`config.mk`:
```
export PLATFORM = sky130hd
export DESIGN_NAME = nmea_sentence_framer_checker_top_flat
export DESIGN_NICKNAME = d
export VERILOG_FILES = /design/src/design/nsfc_pkg.sv /design/src/design/nsfc_in_if.sv /design/src/design/nsfc_out_if.sv /design/src/design/nmea_sentence_framer_checker_top.sv /design/src/flat_wrapper.sv
export SDC_FILE = /design/constraint.sdc
export NUM_CORES = 1
export LEC_CHECK = 0
export BUFFER_PORTS_ARGS = -buffer_cell sky130_fd_sc_hd__buf_4
export CAP_MARGIN = 25
export CORE_MARGIN = 2
export CORE_UTILIZATION = 45
export DETAILED_ROUTE_END_ITERATION = 12
export PLACE_DENSITY = 0.65
export SLEW_MARGIN = 20
export SYNTH_ARGS = -nofsm -noshare
export SYNTH_HDL_FRONTEND = slang
export SYNTH_SLANG_ARGS = --single-unit
```
`constraint.sdc`:
```
create_clock -name i_clk -period 5.3 [get_ports i_clk]
set_input_delay 0.53 -clock i_clk [delete_from_list [all_inputs] [get_ports i_clk]]
set_output_delay 0.53 -clock i_clk [all_outputs]
set_load 0.03 [all_outputs]
```
`src/design/nsfc_pkg.sv`:
```
`timescale 1ns / 1ps

package nsfc_pkg;

    // buffer and length limits
    localparam int BUFFER_BYTES = 128;
    localparam int MIN_LENGTH   = 9;
    localparam int COUNT_W      = $clog2(BUFFER_BYTES);

    // field widths
    localparam int CMD_W     = 1;
    localparam int BYTE_W    = 8;
    localparam int STATUS_W  = 2;
    localparam int LEN_W     = 7;
    localparam int CSUM_W    = 8;
    localparam int TIMEOUT_W = 16;

    localparam logic [TIMEOUT_W-1:0] TIMEOUT_RESET = 16'd1000;

    // command codes
    localparam logic [CMD_W-1:0] CMD_BYTE = 1'b0;
    localparam logic [CMD_W-1:0] CMD_TICK = 1'b1;

    // status codes
    localparam logic [STATUS_W-1:0] ST_GOOD     = 2'd0;
    localparam logic [STATUS_W-1:0] ST_SHORT    = 2'd1;
    localparam logic [STATUS_W-1:0] ST_BAD_HEX  = 2'd2;
    localparam logic [STATUS_W-1:0] ST_MISMATCH = 2'd3;

    // framing characters
    localparam logic [BYTE_W-1:0] CH_DOLLAR = 8'h24;
    localparam logic [BYTE_W-1:0] CH_CR     = 8'h0D;
    localparam logic [BYTE_W-1:0] CH_LF     = 8'h0A;

    typedef struct packed {
        logic       ok;
        logic [3:0] val;
    } t_hex;

    // ascii hex digit to nibble, upper and lower case letters
    function automatic t_hex hex_decode(input logic [BYTE_W-1:0] c);
        t_hex h;
        h.ok  = 1'b1;
        h.val = 4'd0;
        if (c inside {[8'h30:8'h39]}) begin
            h.val = c[3:0];
        end else if (c inside {[8'h41:8'h46], [8'h61:8'h66]}) begin
            h.val = c[3:0] + 4'd9;
        end else begin
            h.ok = 1'b0;
        end
        return h;
    endfunction

endpackage

```
`src/design/nsfc_in_if.sv`:
```
`timescale 1ns / 1ps

interface nsfc_in_if;
    import nsfc_pkg::*;

    logic              valid;
    logic              ready;
    logic [CMD_W-1:0]  command;
    logic [BYTE_W-1:0] byte_value;

    modport source (output valid, command, byte_value, input ready);
    modport sink   (input valid, command, byte_value, output ready);
endinterface

```
`src/design/nsfc_out_if.sv`:
```
`timescale 1ns / 1ps

interface nsfc_out_if;
    import nsfc_pkg::*;

    logic                valid;
    logic                ready;
    logic [STATUS_W-1:0] status;
    logic [LEN_W-1:0]    sentence_length;
    logic [CSUM_W-1:0]   computed_checksum;
    logic [CSUM_W-1:0]   received_checksum;

    modport source (output valid, status, sentence_length, computed_checksum,
                    received_checksum, input ready);
    modport sink   (input valid, status, sentence_length, computed_checksum,
                    received_checksum, output ready);
endinterface

```
`src/design/nmea_sentence_framer_checker_top.sv`:
```
`timescale 1ns / 1ps
// the item that closes a sentence passes through the input register, then its result is held in the result register
// throughput: one item per cycle while the result is not stalled, set by the input register feeding the result register
// a stalled result holds the input register, so at most two items wait inside the block
// reset: synchronous, active low; clears the framing state and loads the timeout with 1000
module nmea_sentence_framer_checker_top (
    input  logic                               i_clk,
    input  logic                               i_rst_n,
    nsfc_in_if.sink                            i_in,
    nsfc_out_if.source                         o_res,
    input  logic                               i_cfg_we,
    input  logic [nsfc_pkg::TIMEOUT_W-1:0]     i_cfg_wdata
);
    import nsfc_pkg::*;

    // input register
    logic              r_in_valid;
    logic [CMD_W-1:0]  r_cmd;
    logic [BYTE_W-1:0] r_byte;

    // framing state
    logic                 r_in_sentence, n_in_sentence;
    logic [COUNT_W-1:0]   r_count, n_count;
    logic [CSUM_W-1:0]    r_xor, n_xor;
    logic [BYTE_W-1:0]    r_recent [3];
    logic [BYTE_W-1:0]    n_recent [3];
    logic [TIMEOUT_W-1:0] r_elapsed, n_elapsed;
    logic [TIMEOUT_W-1:0] r_timeout;

    // result register
    logic                r_out_valid, n_out_valid;
    logic [STATUS_W-1:0] r_status, n_status;
    logic [LEN_W-1:0]    r_len, n_len;
    logic [CSUM_W-1:0]   r_calc, n_calc;
    logic [CSUM_W-1:0]   r_rx, n_rx;

    logic advance;
    logic work;
    t_hex hex_hi, hex_lo;

    assign advance    = !r_out_valid || o_res.ready;
    assign work       = r_in_valid && advance;
    assign i_in.ready = !r_in_valid || advance;

    assign hex_hi = hex_decode(r_recent[1]);
    assign hex_lo = hex_decode(r_recent[2]);

    // timeout register
    always_ff @(posedge i_clk) begin
        if (!i_rst_n) begin
            r_timeout <= TIMEOUT_RESET;
        end else if (i_cfg_we) begin
            r_timeout <= i_cfg_wdata;
        end
    end

    // input register
    always_ff @(posedge i_clk) begin
        if (!i_rst_n) begin
            r_in_valid <= 1'b0;
        end else if (i_in.ready) begin
            r_in_valid <= i_in.valid;
        end
    end

    always_ff @(posedge i_clk) begin
        if (i_in.ready && i_in.valid) begin
            r_cmd  <= i_in.command;
            r_byte <= i_in.byte_value;
        end
    end

    // framing and checksum step
    always_comb begin
        n_in_sentence = r_in_sentence;
        n_count       = r_count;
        n_xor         = r_xor;
        n_recent      = r_recent;
        n_elapsed     = r_elapsed;
        n_out_valid   = r_out_valid && !o_res.ready;
        n_status      = r_status;
        n_len         = r_len;
        n_calc        = r_calc;
        n_rx          = r_rx;

        if (work) begin
            if (r_cmd == CMD_TICK) begin
                if (r_elapsed != '1) begin
                    n_elapsed = r_elapsed + 1'b1;
                end
            end else if (!r_in_sentence) begin
                // hunting: only a dollar opens a sentence
                if (r_byte == CH_DOLLAR) begin
                    n_in_sentence = 1'b1;
                    n_count       = COUNT_W'(1);
                    n_xor         = '0;
                    n_recent[0]   = '0;
                    n_recent[1]   = '0;
                    n_recent[2]   = r_byte;
                    n_elapsed     = '0;
                end
            end else if (r_elapsed > r_timeout) begin
                // late byte aborts the sentence
                n_in_sentence = 1'b0;
                n_count       = '0;
            end else if (r_byte != CH_CR && r_byte != CH_LF) begin
                // store into the window, older bytes fold into the xor
                if (r_count < COUNT_W'(BUFFER_BYTES - 1)) begin
                    if (r_count >= COUNT_W'(4)) begin
                        n_xor = r_xor ^ r_recent[0];
                    end
                    n_recent[0] = r_recent[1];
                    n_recent[1] = r_recent[2];
                    n_recent[2] = r_byte;
                    n_count     = r_count + 1'b1;
                end
            end else begin
                // end of line: report
                n_in_sentence = 1'b0;
                n_out_valid   = 1'b1;
                n_len         = LEN_W'(r_count);
                n_calc        = r_xor;
                n_rx          = '0;
                if (r_count < COUNT_W'(MIN_LENGTH)) begin
                    n_status = ST_SHORT;
                end else if (!(hex_hi.ok && hex_lo.ok)) begin
                    n_status = ST_BAD_HEX;
                end else begin
                    n_rx     = {hex_hi.val, hex_lo.val};
                    n_status = ({hex_hi.val, hex_lo.val} == r_xor) ? ST_GOOD : ST_MISMATCH;
                end
            end
        end
    end

    // state and result valid
    always_ff @(posedge i_clk) begin
        if (!i_rst_n) begin
            r_in_sentence <= 1'b0;
            r_count       <= '0;
            r_xor         <= '0;
            r_recent[0]   <= '0;
            r_recent[1]   <= '0;
            r_recent[2]   <= '0;
            r_elapsed     <= '0;
            r_out_valid   <= 1'b0;
        end else begin
            r_in_sentence <= n_in_sentence;
            r_count       <= n_count;
            r_xor         <= n_xor;
            r_recent      <= n_recent;
            r_elapsed     <= n_elapsed;
            r_out_valid   <= n_out_valid;
        end
    end

    // result payload
    always_ff @(posedge i_clk) begin
        r_status <= n_status;
        r_len    <= n_len;
        r_calc   <= n_calc;
        r_rx     <= n_rx;
    end

    assign o_res.valid             = r_out_valid;
    assign o_res.status            = r_status;
    assign o_res.sentence_length   = r_len;
    assign o_res.computed_checksum = r_calc;
    assign o_res.received_checksum = r_rx;

endmodule

```
`src/flat_wrapper.sv`:
```
// flat-port wrapper written by rule: the top's interface ports become plain ports
module nmea_sentence_framer_checker_top_flat import nsfc_pkg::*;
  (i_clk, i_rst_n, i_cfg_we, i_cfg_wdata, i_in_valid, i_in_command, i_in_byte_value, i_in_ready, o_res_valid, o_res_status, o_res_sentence_length, o_res_computed_checksum, o_res_received_checksum, o_res_ready);
  nsfc_in_if i_in_i ();
  nsfc_out_if o_res_i ();
  input  logic i_clk;
  input  logic i_rst_n;
  input  logic i_cfg_we;
  input  logic [nsfc_pkg::TIMEOUT_W-1:0] i_cfg_wdata;
  input wire logic [$bits(i_in_i.valid)-1:0] i_in_valid;
  input wire logic [$bits(i_in_i.command)-1:0] i_in_command;
  input wire logic [$bits(i_in_i.byte_value)-1:0] i_in_byte_value;
  output wire logic [$bits(i_in_i.ready)-1:0] i_in_ready;
  output wire logic [$bits(o_res_i.valid)-1:0] o_res_valid;
  output wire logic [$bits(o_res_i.status)-1:0] o_res_status;
  output wire logic [$bits(o_res_i.sentence_length)-1:0] o_res_sentence_length;
  output wire logic [$bits(o_res_i.computed_checksum)-1:0] o_res_computed_checksum;
  output wire logic [$bits(o_res_i.received_checksum)-1:0] o_res_received_checksum;
  input wire logic [$bits(o_res_i.ready)-1:0] o_res_ready;
  assign i_in_i.valid = i_in_valid;
  assign i_in_i.command = i_in_command;
  assign i_in_i.byte_value = i_in_byte_value;
  assign i_in_ready = i_in_i.ready;
  assign o_res_valid = o_res_i.valid;
  assign o_res_status = o_res_i.status;
  assign o_res_sentence_length = o_res_i.sentence_length;
  assign o_res_computed_checksum = o_res_i.computed_checksum;
  assign o_res_received_checksum = o_res_i.received_checksum;
  assign o_res_i.ready = o_res_ready;
  nmea_sentence_framer_checker_top u_core (.i_clk(i_clk), .i_rst_n(i_rst_n), .i_in(i_in_i), .o_res(o_res_i), .i_cfg_we(i_cfg_we), .i_cfg_wdata(i_cfg_wdata));
endmodule
```
# Word-level counts from Yosys, hierarchy flattened

Index checks and enable logic that the tools add are counted.

Register bits: 108
Input port bits: 30

Equal/unequal tests: 13
$lt $le $gt $ge: 16
Reduce and logical (&&, ||, !) cells: 27
Bitwise gates (word level): 5
Muxes and demuxes: 39
Add/sub/neg operators: 4

Operators with widths:

| cell                                                            | count |
|---|---|
| 2-to-1 mux 24 bit                                               | 5 |
| 2-to-1 mux 16 bit                                               | 4 |
| 2-to-1 mux 8 bit                                                | 6 |
| 2-to-1 mux 7 bit                                                | 5 |
| >= comparator 8 x 7 -> 1 bit (second input constant)            | 4 |
| less-or-equal comparator 8 x 7 -> 1 bit (second input constant) | 4 |
| adder 16 x 1 -> 16 bit (second input constant)                  | 1 |
| >= comparator 8 x 6 -> 1 bit (second input constant)            | 2 |
| greater-than comparator 16 bit                                  | 1 |
| less-or-equal comparator 8 x 6 -> 1 bit (second input constant) | 2 |
| 2-to-1 mux 4 bit                                                | 4 |
| inequality test 16 bit (second input constant)                  | 1 |
| inequality test 8 x 4 -> 1 bit (second input constant)          | 2 |
| 2-to-1 mux 1 bit                                                | 13 |
| logical AND 1 bit                                               | 11 |
| inequality test 2 bit (second input constant)                   | 5 |
| AND reduction 5 bit                                             | 2 |
| adder 4 bit (second input constant)                             | 2 |
| equality test 8 x 6 -> 1 bit (second input constant)            | 1 |
| equality test 8 bit                                             | 1 |
| nonzero test 2 bit                                              | 4 |
| bitwise XOR 8 bit                                               | 1 |
| adder 7 x 1 -> 7 bit (second input constant)                    | 1 |
| >= comparator 7 x 3 -> 1 bit (second input constant)            | 1 |
| other kinds (13)                                                | 21 |

# Depth between registers and ports, before layout

Gate-level depths: netlist of the first run.

Word-level depth: 8
Depth in mapped cells: 12
Gate-level depth less buffers: 10

# Worst setup path after synthesis of the first run

No wires, ideal clock.

Kind: flip-flop to flip-flop
Start: register u_core.r_timeout[1]
End: register u_core.r_calc[0] (netlist: u_core.o_res.computed_checksum[0]), enable pin
Data arrival time: 3.510 ns
Data required time: 4.854 ns
Library setup time: 0.446 ns
Cell stages (with the launch flop): 10
Clock period less this slack: 3.956 ns
Setup slack: 1.344 ns
Path through: dfxtp_1 inv_1 ha_1 nor2b_1 o21a_1 o21a_1 o21ai_0 nand3_2 and2_1 nor3b_1

Cells in the longest elaborated chain, start to end: 3

Ends and longest elaborated chain:

| element                        | line                                    | RTL |
|---|---|---|
| from (decl)                    | nmea_sentence_framer_checker_top.sv:28  | `logic [TIMEOUT_W-1:0] r_timeout;` |
| from (signal assigned)         | nmea_sentence_framer_checker_top.sv:53  | `r_timeout <= i_cfg_wdata;` |
| greater-than comparator 16 bit | nmea_sentence_framer_checker_top.sv:102 | `end else if (r_elapsed > r_timeout) begin` |
| inverter 1 bit (no line)       | -                                       |  |
| AND reduction 5 bit (no line)  | -                                       |  |
| to (signal assigned)           | nmea_sentence_framer_checker_top.sv:161 | `r_calc <= n_calc;` |
| to (decl)                      | nmea_sentence_framer_checker_top.sv:34  | `logic [CSUM_W-1:0] r_calc, n_calc;` |

No other way between the ends.
A chain may end at the register's enable or synchronous reset.

# Worst setup path in the final report of the first run

Start: register u_core.r_recent[8] (netlist bit)
End: register u_core.r_status[1] (netlist: u_core.o_res.status[1]), data pin

Cells in the longest elaborated chain, start to end: 8
Elaborated cells on any way between the ends: 19

Ends and longest elaborated chain:

| element                                                                                        | line                                    | RTL |
|---|---|---|
| from (decl)                                                                                    | nmea_sentence_framer_checker_top.sv:25  | `logic [BYTE_W-1:0] r_recent [3];` |
| from (signal assigned)                                                                         | nmea_sentence_framer_checker_top.sv:151 | `r_recent <= n_recent;` |
| >= comparator 8 x 7 -> 1 bit / less-or-equal comparator 8 x 7 -> 1 bit (equally long branches) | nsfc_pkg.sv:47                          | `end else if (c inside {[8'h41:8'h46], [8'h61:8'h66]}) begin` |
| logical AND 1 bit                                                                              | nsfc_pkg.sv:47                          |  |
| nonzero test 2 bit                                                                             | nsfc_pkg.sv:47                          |  |
| 2-to-1 mux 4 bit                                                                               | nsfc_pkg.sv:47                          |  |
| 2-to-1 mux 4 bit                                                                               | nsfc_pkg.sv:45                          | `if (c inside {[8'h30:8'h39]}) begin` |
| equality test 8 bit                                                                            | nmea_sentence_framer_checker_top.sv:130 | `n_status = ({hex_hi.val, hex_lo.val} == r_xor) ? ST_GOOD : ST_MISMATCH;` |
| 2-to-1 mux 2 bit                                                                               | nmea_sentence_framer_checker_top.sv:130 |  |
| 2-to-1 mux 2 bit *                                                                             | nmea_sentence_framer_checker_top.sv:126 | `end else if (!(hex_hi.ok && hex_lo.ok)) begin` |
| to (signal assigned)                                                                           | nmea_sentence_framer_checker_top.sv:159 | `r_status <= n_status;` |
| to (decl)                                                                                      | nmea_sentence_framer_checker_top.sv:32  | `logic [STATUS_W-1:0] r_status, n_status;` |

Every way passes the cells marked *; elsewhere a longest branch is shown, timed or not.

==> results of run 1 <==
-- kinds of logic (layout without fill, tap and decap cells) --
logic type / after synthesis / in the layout / share of synthesized area
and+or+nand+nor: 223 / 223 / 0.223
DFF: 108 / 108 / 0.471
AOI/OAI and AO/OA: 102 / 102 / 0.134
buffers and inverters: 57 / 106 / 0.0454
adders and majority gates: 27 / 27 / 0.0636
xor gates and xnor gates: 22 / 22 / 0.0363
muxes: 14 / 14 / 0.0266
-- metal layers --
layer / routed length [um] / vias to the layer above / global-route usage
li1: - / 2055 / -
met5: 0 / - / 0
met1: 5230 / 1873 / 0.252
met4: 242 / 0 / 0.0797
met3: 451 / 16 / 0.0319
met2: 4760 / 76 / 0.278
-- synth_stat cells, drive strengths merged (13+ instances only) --
library cell | instances | area, um2
clkbuf | 16 | 60.1
nand4 | 13 | 81.3
edfxtp | 34 | 1020
inv | 31 | 116
xor2 | 15 | 131
mux2i | 13 | 130
nor2b | 16 | 108
nand3 | 33 | 170
nor2 | 26 | 97.6
o21ai | 13 | 65.1
o211ai | 14 | 105
a21oi | 35 | 183
ha | 27 | 338
dfxtp | 74 | 1480
nand2 | 79 | 297
-- worst paths after layout --
path,from,endpoint,slack [ns],depth (start not counted)
hold / removal,i_in_command,u_core.r_cmd,0.36,1
setup reg to reg,u_core.r_recent[8],u_core.o_res.status[1],2.54,10
hold reg to reg,u_core.r_recent[21],u_core.r_recent[21],0.46,2
setup / recovery,u_core.r_recent[8],u_core.o_res.status[1],2.54,10
-- worst reg2reg max path, cell delays in order, from the launching register on --
cell and delay, ns:
sky130_fd_sc_hd__dfxtp_1 0.54, sky130_fd_sc_hd__inv_1 0.16, sky130_fd_sc_hd__ha_1 0.28, sky130_fd_sc_hd__o21bai_1 0.18, sky130_fd_sc_hd__a21o_2 0.19, sky130_fd_sc_hd__mux2_2 0.37, sky130_fd_sc_hd__nand2b_1 0.15, sky130_fd_sc_hd__a211oi_1 0.24
sky130_fd_sc_hd__a21oi_1 0.07, sky130_fd_sc_hd__a211oi_2 0.25, sky130_fd_sc_hd__a21boi_1 0.09
-- sequential cells by signal, indices dropped and copies added (netlist names), 2 cells and up --
register / count
u_core.r_elapsed: 16
u_core.r_byte: 8
u_core.r_count: 7
u_core.o_res.status: 2
u_core.o_res.received_checksum: 8
u_core.o_res.sentence_length: 7
u_core.o_res.computed_checksum: 8
u_core.r_xor: 8
u_core.r_recent: 24
u_core.r_timeout: 16
-- report_power, final --
group / leakage (nW) / total, mW / switching, mW / internal [mW]
sequential: 0.971 / 0.873 / 0.00947 / 0.863
combinational: 1.40 / 0.0671 / 0.0348 / 0.0323
clock: 0.163 / 0.749 / 0.288 / 0.461
total: 2.53 / 1.69 / 0.332 / 1.36
-- through the flow --
stage | power (mW) | std cells | area (um2) | utilization | hold slack, ns
2_1_floorplan | 0.930 | 553 | 5310 | - | 0.406
3_3_place_gp | 0.956 | 729 | 5820 | 0.507 | 0.445
3_5_place_dp | 0.959 | 729 | 5820 | 0.507 | 0.449
4_1_cts | 1.71 | 745 | 6150 | 0.536 | 0.345
5_1_grt | 1.75 | 745 | 6150 | 0.536 | 0.341
6_report | 1.69 | 745 | 6150 | 0.536 | 0.355
-- cell type report --
| class | count | area, um2 |
|---|---|---|
| fill | 1045 | 5320 |
| multi-input combinational | 388 | 2580 |
| sequential | 108 | 2500 |
| timing repair buffer | 59 | 443 |
| clock buffer | 11 | 233 |
| tap | 143 | 179 |
| inverter | 31 | 116 |
| clock inverter | 5 | 100 |
==> metrics.txt, run 1 <==
# TYPE chip_impl_metric gauge
chip_impl_metric{name="final_layout_size_suffix_gt1_frac",unit=""} 0.168
chip_impl_metric{name="flow.area_growth_from_synthesis",unit="%"} 15.8
chip_impl_metric{name="max_freq",unit="MHz"} 362
chip_impl_metric{name="drt-wirelength-per-cell",unit="um"} 14.3
chip_impl_metric{name="clockBufferDepth",unit=""} 2
chip_impl_info{name="grt_setup_unrepaired",value="false"} 1
chip_impl_metric{name="cts-buffers-inserted",unit=""} 9
chip_impl_info{name="layout.cells.most_common_list",value="79 x sky130_fd_sc_hd__nand2_1, 74 x sky130_fd_sc_hd__dfxtp_1, 59 x sky130_fd_sc_hd__buf_4"} 1
chip_impl_metric{name="max_slew_margin",unit=""} 0.334
chip_impl_metric{name="p_per_area",unit="mW/mm2"} 274
chip_impl_metric{name="htreeDepth",unit=""} 3
chip_impl_metric{name="finalSetupViolations",unit=""} 0
chip_impl_metric{name="antenna_diode_count",unit=""} 0
chip_impl_metric{name="drtPass1Iterations",unit=""} 4
chip_impl_metric{name="synth_cells",unit=""} 553
chip_impl_info{name="mostFrequentLayoutCell",value="sky130_fd_sc_hd__nand2_1"} 1
chip_impl_info{name="worst_setup_path_start_kind",value="register"} 1
chip_impl_info{name="critical_path_s_top_delay_family",value="compound AO/OA/AOI/OAI gates"} 1
chip_impl_metric{name="yosysWarnings",unit=""} 0
chip_impl_metric{name="chip_width",unit="um"} 113
chip_impl_metric{name="avgViaCountPerCell",unit=""} 5.40
chip_impl_metric{name="netlist-cell-type-count",unit=""} 71
chip_impl_metric{name="via_count",unit=""} 4020
chip_impl_metric{name="worst_ir_drop_vdd",unit="uV"} 189
chip_impl_metric{name="syn_area",unit="mm2"} 0.00531
chip_impl_metric{name="worst_pin_slew",unit="ns"} 0.997
chip_impl_metric{name="critPathMaxFanout",unit=""} 11
chip_impl_metric{name="die_h",unit="um"} 113
chip_impl_metric{name="floorplan.io_pins",unit=""} 57
chip_impl_metric{name="initialDrtViolationCount",unit=""} 215
chip_impl_metric{name="timing.clock.skew",unit="ns"} 0.00499
chip_impl_metric{name="grt_pass1_vias",unit=""} 3957
chip_impl_metric{name="layout_setup_ws",unit="ns"} 2.54
chip_impl_metric{name="fin_crit_sh",unit=""} 0.521
chip_impl_metric{name="syn-num-nets",unit=""} 610
chip_impl_info{name="critical_path.slowest_cell",value="sky130_fd_sc_hd__dfxtp_1"} 1
chip_impl_metric{name="synth.ff_latch_count",unit=""} 108
chip_impl_metric{name="timing.critical_path.required",unit="ns"} 5.40
chip_impl_info{name="crit_chain",value="inv_1 -> ha_1 -> o21bai_1 -> a21o_2 -> mux2_2 -> nand2b_1 -> a211oi_1 -> a21oi_1 -> a211oi_2 -> a21boi_1"} 1
chip_impl_metric{name="clock-sinks",unit=""} 108
chip_impl_metric{name="power.static_leakage",unit="nW"} 2.53
chip_impl_metric{name="synth-edff-count",unit=""} 34
chip_impl_metric{name="ant_nets",unit=""} 0
chip_impl_metric{name="ctsHoldBuffers",unit=""} 0
chip_impl_info{name="synth-main-ff-cell",value="sky130_fd_sc_hd__dfxtp_1"} 1
chip_impl_info{name="tritoncts_clock_tree",value="done"} 1
chip_impl_metric{name="placementRows",unit=""} 39
chip_impl_metric{name="worst_path_largest_cell_delay",unit="ns"} 0.54
chip_impl_metric{name="place_congestion",unit=""} 0.883
chip_impl_metric{name="floorplan.die_area",unit="mm2"} 0.0127
chip_impl_metric{name="worst_setup_hold_path_clk_slew",unit="ns"} 0.07
chip_impl_metric{name="floorplan.initialDensity",unit=""} 0.463
chip_impl_info{name="worst_setup_path_end_kind",value="register"} 1
chip_impl_metric{name="timing_hold_violations_final",unit=""} 0
chip_impl_metric{name="dp_slack",unit="ns"} 2.60
chip_impl_metric{name="totalNegativeSetupSlack",unit="ns"} 0
chip_impl_metric{name="clk_latency",unit="ns"} 0.35
chip_impl_metric{name="final_max_slew_viol_count",unit=""} 0
chip_impl_info{name="path_class",value="register to register"} 1
chip_impl_metric{name="grt_overflow_total",unit=""} 0
chip_impl_metric{name="wire_length_of_the_first_global_routing_pass",unit="um"} 18800
chip_impl_info{name="worst_hold_path_type",value="primary input to register"} 1
chip_impl_metric{name="crit_arrival",unit="ns"} 2.86
chip_impl_metric{name="routed_wl",unit="um"} 10700
chip_impl_metric{name="ys_async_rst_share",unit=""} 0
chip_impl_metric{name="cap_violations",unit=""} 0
chip_impl_metric{name="synth.yosys.seq_area_share",unit=""} 0.471
chip_impl_metric{name="number_of_i_o_port_buffers",unit=""} 56
chip_impl_metric{name="grt_util_all_layers",unit=""} 0.182
chip_impl_metric{name="post_synth.cell_area_avg",unit="um2"} 9.61
chip_impl_info{name="clk_root_buffer_cell",value="sky130_fd_sc_hd__clkbuf_16"} 1
chip_impl_metric{name="post-cts-setup-buffers",unit=""} 0
chip_impl_metric{name="post_detailed_placement_half_perimeter_wirelength",unit="um"} 7620
chip_impl_metric{name="fp.coreArea",unit="mm2"} 0.0115
chip_impl_metric{name="finalCriticalPeriod",unit="ns"} 2.76
chip_impl_metric{name="largest_net_degree_at_the_start_of_global_routing",unit=""} 46
chip_impl_metric{name="nNetsFinal",unit=""} 654
chip_impl_metric{name="initial_antenna_violation_count",unit=""} 0
chip_impl_info{name="run_status",value="finished, final reports clean"} 1
chip_impl_metric{name="detail_route.drc_violations",unit=""} 0
chip_impl_metric{name="post_cts_resized",unit=""} 0
chip_impl_metric{name="worst-path-buf-inv",unit=""} 1
Note: power is estimated with default switching activity, not from simulation.
==> inputs of run 2 (changes only) <==
clock period = 2.65 ns   (was 5.3 ns; I/O delays follow)
==> run 2 against run 1 <==
Against the previous run:
- die area stayed put
- sequential share of layout area is 0.57 points lower
- fmax is 10% higher
- via count is 2.7% higher
- wire length is 5.1% higher
- total power is 88% higher
- cell count is 1.7% higher
- sequential cell count stayed put
- cell area is 1.6% higher
- non-clock buffer count is 12 higher
- clock power is 74% higher
- combinational power is 110% higher
- largest cell class unchanged
==> metrics.txt, run 2 (synthesis results as in run 1) <==
# TYPE chip_impl_metric gauge
chip_impl_metric{name="routed_wl",unit="um"} 11200
chip_impl_metric{name="floorplan.initialDensity",unit=""} 0.463
chip_impl_metric{name="flow.area_growth_from_synthesis",unit="%"} 17.7
chip_impl_info{name="layout.cells.most_common_list",value="78 x sky130_fd_sc_hd__nand2_1, 72 x sky130_fd_sc_hd__dfxtp_1, 70 x sky130_fd_sc_hd__buf_4"} 1
chip_impl_metric{name="multi_input_comb_area",unit="mm2"} 0.00262
chip_impl_info{name="crit_chain",value="inv_1 -> ha_1 -> a21o_1 -> a21o_1 -> a21oi_1 -> o22a_1 -> nand3_4 -> a31o_4 -> or4_1 -> nand2_1"} 1
chip_impl_metric{name="fillCellCount",unit=""} 1020
chip_impl_metric{name="drt-wirelength-per-cell",unit="um"} 14.8
chip_impl_metric{name="worst_setup_hold_path_clk_slew",unit="ns"} 0.07
chip_impl_metric{name="wire_length_of_the_first_global_routing_pass",unit="um"} 19000
chip_impl_metric{name="clk_latency",unit="ns"} 0.34
chip_impl_metric{name="post_cts_resized",unit=""} 0
chip_impl_metric{name="clockBufferDepth",unit=""} 2
chip_impl_metric{name="ctsHoldBuffers",unit=""} 0
chip_impl_metric{name="critPathMaxFanout",unit=""} 15
chip_impl_metric{name="placementRows",unit=""} 39
chip_impl_info{name="cpMostUsedCell",value="sky130_fd_sc_hd__a21o_1"} 1
chip_impl_info{name="clk_root_buffer_cell",value="sky130_fd_sc_hd__clkbuf_16"} 1
chip_impl_metric{name="cap_violations",unit=""} 0
chip_impl_metric{name="worst_path_largest_cell_delay",unit="ns"} 0.49
chip_impl_metric{name="grt_pass1_vias",unit=""} 4031
chip_impl_metric{name="layout_setup_ws",unit="ns"} 0.142
chip_impl_metric{name="floorplan.io_pins",unit=""} 57
chip_impl_metric{name="timing_hold_violations_final",unit=""} 0
chip_impl_metric{name="finalCriticalPeriod",unit="ns"} 2.51
chip_impl_metric{name="register_cell_area_after_layout",unit="mm2"} 0.00251
chip_impl_metric{name="worst_pin_slew",unit="ns"} 0.968
chip_impl_metric{name="crit_arrival",unit="ns"} 2.79
chip_impl_metric{name="max_freq",unit="MHz"} 399
chip_impl_metric{name="htreeDepth",unit=""} 3
chip_impl_metric{name="initial_antenna_violation_count",unit=""} 0
chip_impl_metric{name="place_congestion",unit=""} 0.871
chip_impl_metric{name="dp_slack",unit="ns"} 0.0145
chip_impl_metric{name="die_h",unit="um"} 113
chip_impl_metric{name="largest_reg_flops",unit=""} 24
chip_impl_metric{name="timing.critical_path.required",unit="ns"} 2.94
chip_impl_metric{name="timing.clock.skew",unit="ns"} 0.00799
chip_impl_metric{name="via_count",unit=""} 4129
chip_impl_metric{name="p_per_area",unit="mW/mm2"} 509
chip_impl_metric{name="final_layout_size_suffix_gt1_frac",unit=""} 0.192
chip_impl_info{name="tritoncts_clock_tree",value="done"} 1
chip_impl_info{name="path_class",value="register to register"} 1
chip_impl_info{name="largest_registers",value="u_core.r_recent: 24 flops, u_core.r_elapsed: 16 flops, u_core.r_timeout: 16 flops"} 1
chip_impl_metric{name="fp.coreArea",unit="mm2"} 0.0115
chip_impl_info{name="cp-endpoint",value="u_core.r_xor[5]"} 1
chip_impl_metric{name="grt_util_all_layers",unit=""} 0.184
chip_impl_info{name="r2r-end",value="u_core.r_xor[5]"} 1
chip_impl_info{name="worst_setup_path_start_kind",value="register"} 1
chip_impl_metric{name="max_slew_margin",unit=""} 0.353
chip_impl_metric{name="worst_ir_drop_vdd",unit="uV"} 309
chip_impl_metric{name="nNetsFinal",unit=""} 667
chip_impl_metric{name="number_of_i_o_port_buffers",unit=""} 56
chip_impl_info{name="run_status",value="finished, final reports clean"} 1
chip_impl_metric{name="detail_route.drc_violations",unit=""} 0
chip_impl_metric{name="power.static_leakage",unit="nW"} 2.58
chip_impl_metric{name="largest_net_degree_at_the_start_of_global_routing",unit=""} 30
chip_impl_metric{name="p_total",unit="mW"} 3.18
chip_impl_metric{name="floorplan.die_area",unit="mm2"} 0.0127
chip_impl_metric{name="post_detailed_placement_half_perimeter_wirelength",unit="um"} 8150
chip_impl_metric{name="finalCoreUtilization",unit=""} 0.545
chip_impl_metric{name="final_max_slew_viol_count",unit=""} 0
chip_impl_metric{name="ant_nets",unit=""} 0
chip_impl_info{name="worst_setup_path_end_kind",value="register"} 1
chip_impl_metric{name="reg2regPathDepth",unit=""} 10
chip_impl_metric{name="drtPass1Iterations",unit=""} 4
chip_impl_metric{name="initialDrtViolationCount",unit=""} 296
chip_impl_metric{name="grt_overflow_total",unit=""} 0
chip_impl_metric{name="avgViaCountPerCell",unit=""} 5.45
chip_impl_info{name="critical_path.slowest_cell",value="sky130_fd_sc_hd__or4_1"} 1
chip_impl_metric{name="cts-buffers-inserted",unit=""} 9
chip_impl_metric{name="clock-sinks",unit=""} 108
chip_impl_metric{name="antenna_diode_count",unit=""} 0
chip_impl_metric{name="totalNegativeSetupSlack",unit="ns"} 0
chip_impl_info{name="largest_register",value="u_core.r_recent"} 1
chip_impl_info{name="reg2reg_from",value="u_core.r_timeout[9]"} 1
chip_impl_metric{name="chip_width",unit="um"} 113
chip_impl_metric{name="finalSetupViolations",unit=""} 0
chip_impl_info{name="mostFrequentLayoutCell",value="sky130_fd_sc_hd__nand2_1"} 1
chip_impl_metric{name="worst-r2r-setup-slack",unit="ns"} 0.14
chip_impl_info{name="worst_hold_path_type",value="primary input to register"} 1
chip_impl_metric{name="post-cts-setup-buffers",unit=""} 0
chip_impl_metric{name="fin_crit_sh",unit=""} 0.947
chip_impl_info{name="worst_setup_path_startpoint",value="u_core.r_timeout[9]"} 1
[run 2: changes by cell type in the layout (fill, tap and decap cells not counted), moves of 2 or more]
cell and delta:
sky130_fd_sc_hd__clkbuf_1 +3, sky130_fd_sc_hd__clkinv_2 -2, sky130_fd_sc_hd__bufinv_16 -2, sky130_fd_sc_hd__buf_4 +11
sky130_fd_sc_hd__dfxtp_1 -2
[run 2: worst min-delay path by stage]
stage                                  start               end  slack (ns)  depth (start not counted)
after floorplan           i_in_byte_value[0]  u_core.r_byte[0]        0.36                          0
after global placement    i_in_byte_value[0]  u_core.r_byte[0]        0.44                          1
after detailed placement  i_in_byte_value[5]  u_core.r_byte[5]        0.44                          1
after CTS                 i_in_byte_value[5]  u_core.r_byte[5]        0.08                          1
after global routing      i_in_byte_value[5]  u_core.r_byte[5]        0.08                          1
final                     i_in_byte_value[5]  u_core.r_byte[5]        0.09                          1
[run 2: metal layers]
layer / vias up / GRT usage / part of all wire
met1: 1944 / 0.247 / 0.47
met3: 10 / 0.0319 / 0.050
met2: 92 / 0.299 / 0.47
li1: 2083 / - / -
met5: - / 0 / 0
met4: 0 / 0.0659 / 0.010
[run 2: report_power, final]
part | total (mW) | switching [mW] | internal (mW) | leakage, nW
clock | 1.30 | 0.562 | 0.736 | 0.131
sequential | 1.74 | 0.0192 | 1.73 | 0.973
combinational | 0.138 | 0.0707 | 0.0675 | 1.48
[run 2: stage by stage]
step	instances	hold slack [ns]	cell area, um2
after floorplan	553	0.364	5330
after global placement	741	0.444	5930
after detailed placement	741	0.444	5930
after CTS	757	0.0813	6210
after global routing	758	0.0804	6250
final	758	0.0929	6250
[run 2: cell type report]
class	instances	area share
clock buffer	14	0.0390
timing repair buffer	71	0.0873
tap	143	0.0286
multi-input combinational	389	0.419
clock inverter	2	0.00600
sequential	108	0.401
inverter	31	0.0186
[run 2: critical path: cells and delay by family (launching register included)]
family                   cells  cell delay, ns
AO/OA/AOI/OAI                5            1.07
AND/OR/NAND/NOR              3            0.72
flip-flops                   1            0.31
adder cells (fa/ha/maj)      1            0.30
buffers and inverters        1            0.05
==> inputs of run 3 (changes only) <==
MAX_ROUTING_LAYER = met4   (was default)
==> run 3 against run 2 <==
Against the previous run:
- total power increased by 0.19%
- global-route usage increased by 0.63 points
- cell count unchanged
- combinational power about the same
- register-to-register slack about the same
- sequential power about the same
- via count increased by 0.46%
- first-iteration DRC count decreased by 9.1%
- sequential cell count unchanged
- fmax decreased by 0.32%
- largest cell class unchanged
- utilization unchanged
==> metrics.txt, run 3 (synthesis results as in run 1) <==
# TYPE chip_impl_metric gauge
chip_impl_metric{name="place_congestion",unit=""} 0.886
chip_impl_metric{name="floorplan.io_pins",unit=""} 57
chip_impl_metric{name="placementRows",unit=""} 39
chip_impl_metric{name="grt_pass1_vias",unit=""} 4021
chip_impl_info{name="critical_path.slowest_cell",value="sky130_fd_sc_hd__or4_1"} 1
chip_impl_metric{name="finish.cell_count_without_fillers",unit=""} 758
chip_impl_metric{name="initialDrtViolationCount",unit=""} 269
chip_impl_metric{name="htreeDepth",unit=""} 3
chip_impl_info{name="tritoncts_clock_tree",value="done"} 1
chip_impl_metric{name="routed_wl",unit="um"} 11200
chip_impl_metric{name="grt_overflow_total",unit=""} 0
chip_impl_metric{name="timing.clock.skew",unit="ns"} 0.00895
chip_impl_metric{name="finalCoreUtilization",unit=""} 0.545
chip_impl_metric{name="drtPass1Iterations",unit=""} 5
chip_impl_metric{name="largest_net_degree_at_the_start_of_global_routing",unit=""} 30
chip_impl_info{name="worst_setup_path_end_kind",value="register"} 1
chip_impl_metric{name="cap_violations",unit=""} 0
chip_impl_metric{name="p_int",unit="mW"} 2.53
chip_impl_metric{name="chip_width",unit="um"} 113
chip_impl_metric{name="avgViaCountPerCell",unit=""} 5.47
chip_impl_metric{name="fillCellCount",unit=""} 1020
chip_impl_metric{name="worst-path-buf-inv",unit=""} 1
chip_impl_metric{name="fin_crit_sh",unit=""} 0.950
chip_impl_metric{name="worst_path_largest_cell_delay",unit="ns"} 0.48
chip_impl_metric{name="fp.coreArea",unit="mm2"} 0.0115
chip_impl_info{name="cpMostUsedCell",value="sky130_fd_sc_hd__a21o_1"} 1
chip_impl_metric{name="flow.area_growth_from_synthesis",unit="%"} 17.7
chip_impl_metric{name="multi_input_comb_area",unit="mm2"} 0.00262
chip_impl_metric{name="final_max_slew_viol_count",unit=""} 0
chip_impl_metric{name="finalSetupViolations",unit=""} 0
chip_impl_metric{name="sw_frac_of_total",unit=""} 0.206
chip_impl_info{name="largest_registers",value="u_core.r_recent: 24 flops, u_core.r_elapsed: 16 flops, u_core.r_timeout: 16 flops"} 1
chip_impl_info{name="crit_chain",value="inv_1 -> ha_1 -> a21o_1 -> a21o_1 -> a21oi_1 -> o22a_1 -> nand3_4 -> a31o_4 -> or4_1 -> nand2_1"} 1
chip_impl_metric{name="ant_nets",unit=""} 0
chip_impl_metric{name="via_count",unit=""} 4148
chip_impl_info{name="run_status",value="finished, final reports clean"} 1
chip_impl_metric{name="antenna_diode_count",unit=""} 0
chip_impl_metric{name="totalNegativeSetupSlack",unit="ns"} 0
chip_impl_metric{name="clkPwrFrac",unit=""} 0.409
chip_impl_metric{name="clockBufferDepth",unit=""} 2
chip_impl_info{name="layout.cells.most_common_list",value="78 x sky130_fd_sc_hd__nand2_1, 72 x sky130_fd_sc_hd__dfxtp_1, 70 x sky130_fd_sc_hd__buf_4"} 1
chip_impl_metric{name="max_freq",unit="MHz"} 397
chip_impl_info{name="critical_path_s_top_delay_family",value="compound AO/OA/AOI/OAI gates"} 1
chip_impl_metric{name="ctsHoldBuffers",unit=""} 0
chip_impl_metric{name="clk_latency",unit="ns"} 0.34
chip_impl_metric{name="initial_antenna_violation_count",unit=""} 0
chip_impl_metric{name="number_of_i_o_port_buffers",unit=""} 56
chip_impl_metric{name="critPathMaxFanout",unit=""} 15
chip_impl_metric{name="finalCriticalPeriod",unit="ns"} 2.52
chip_impl_metric{name="placed_cell_count",unit=""} 741
chip_impl_info{name="worst_setup_path_start_kind",value="register"} 1
chip_impl_metric{name="grt_util_all_layers",unit=""} 0.190
chip_impl_metric{name="max_slew_margin",unit=""} 0.314
chip_impl_metric{name="netSwitchingPower",unit="mW"} 0.658
chip_impl_metric{name="nNetsFinal",unit=""} 667
chip_impl_metric{name="drt-wirelength-per-cell",unit="um"} 14.8
chip_impl_metric{name="detail_route.drc_violations",unit=""} 0
chip_impl_info{name="worst_hold_path_type",value="primary input to register"} 1
chip_impl_metric{name="power.static_leakage",unit="nW"} 2.58
chip_impl_info{name="path_class",value="register to register"} 1
chip_impl_info{name="largest_register",value="u_core.r_recent"} 1
chip_impl_metric{name="sequentialPowerShare",unit=""} 0.547
chip_impl_metric{name="timing.critical_path.required",unit="ns"} 2.94
chip_impl_metric{name="floorplan.initialDensity",unit=""} 0.463
chip_impl_metric{name="register_cell_area_after_layout",unit="mm2"} 0.00251
chip_impl_metric{name="wire_length_of_the_first_global_routing_pass",unit="um"} 19000
chip_impl_metric{name="worst_setup_hold_path_clk_slew",unit="ns"} 0.07
chip_impl_metric{name="crit_arrival",unit="ns"} 2.80
chip_impl_metric{name="worst_ir_drop_vdd",unit="uV"} 311
chip_impl_metric{name="clock-sinks",unit=""} 108
chip_impl_info{name="clk_root_buffer_cell",value="sky130_fd_sc_hd__clkbuf_16"} 1
chip_impl_metric{name="post_detailed_placement_half_perimeter_wirelength",unit="um"} 8150
chip_impl_metric{name="floorplan.die_area",unit="mm2"} 0.0127
chip_impl_metric{name="worst_pin_slew",unit="ns"} 1.03
chip_impl_metric{name="cts-buffers-inserted",unit=""} 9
chip_impl_metric{name="largest_reg_flops",unit=""} 24
chip_impl_metric{name="p_per_area",unit="mW/mm2"} 510
chip_impl_metric{name="hold-worst-slack",unit="ns"} 0.0902
chip_impl_info{name="mostFrequentLayoutCell",value="sky130_fd_sc_hd__nand2_1"} 1
chip_impl_metric{name="timing_hold_violations_final",unit=""} 0
chip_impl_metric{name="die_h",unit="um"} 113
chip_impl_metric{name="share_comb_of_total_power",unit=""} 0.043
chip_impl_metric{name="final_layout_size_suffix_gt1_frac",unit=""} 0.192
run 3: cell counts in the layout (fill, tap and decap cells not counted):
No cell type changed its count.
run 3: metrics by stage:
stage	setup WS, ns	total power [mW]	cell area (um2)
6_report	0.134	3.19	6250
5_1_grt	-0.000965	3.31	6250
4_1_cts	0.00941	3.21	6210
3_5_place_dp	0.0145	1.92	5930
3_3_place_gp	0.116	1.91	5930
2_1_floorplan	0.00831	1.86	5330
run 3: repair_timing:
| action | in CTS | in global routing |
|---|---|---|
| setup endpoints to repair | 0 | 36 |
| buffers inserted | 0 | 0 |
| resized for setup | 0 | 9 |
run 3: final cells by class:
cell class | instances | share of cell area
Inverter | 31 | 0.0186
Clock inverter | 2 | 0.00600
Multi-Input combinational cell | 389 | 0.419
Clock buffer | 14 | 0.0390
Timing Repair Buffer | 71 | 0.0873
Sequential cell | 108 | 0.401
Tap cell | 143 | 0.0286
run 3: worst paths after layout:
check                       from                   to  slack (ns)  cells past startpoint
min reg2reg  u_core.r_recent[16]  u_core.r_recent[16]        0.46                      2
max reg2reg  u_core.r_timeout[9]      u_core.r_xor[5]        0.13                     10
max          u_core.r_timeout[9]      u_core.r_xor[5]        0.13                     10
min           i_in_byte_value[5]     u_core.r_byte[5]        0.09                      1
run 3: routing by layer:
layer  vias up  track usage  routed length [um]
met1      1954        0.250                5410
met5         -            -                   0
li1       2079            -                   -
met2       104        0.298                5130
met4         0       0.0659                 163
met3        11       0.0319                 513
run 3: worst reg2reg max path, stage by stage, from the launching register on:
cell and delay, ns:
sky130_fd_sc_hd__dfxtp_1 0.31, sky130_fd_sc_hd__inv_1 0.05, sky130_fd_sc_hd__ha_1 0.30, sky130_fd_sc_hd__a21o_1 0.18, sky130_fd_sc_hd__a21o_1 0.16, sky130_fd_sc_hd__a21oi_1 0.21
sky130_fd_sc_hd__o22a_1 0.20, sky130_fd_sc_hd__nand3_4 0.15, sky130_fd_sc_hd__a31o_4 0.33, sky130_fd_sc_hd__or4_1 0.49, sky130_fd_sc_hd__nand2_1 0.08
run 3: power by group through the flow:
stage	combinational (mW)	sequential (mW)	clock, mW
CTS	0.139	1.75	1.33
finish	0.138	1.74	1.30
detailed placement	0.139	1.78	0
global route	0.155	1.75	1.41
floorplan	0.0838	1.78	0
global placement	0.133	1.78	0
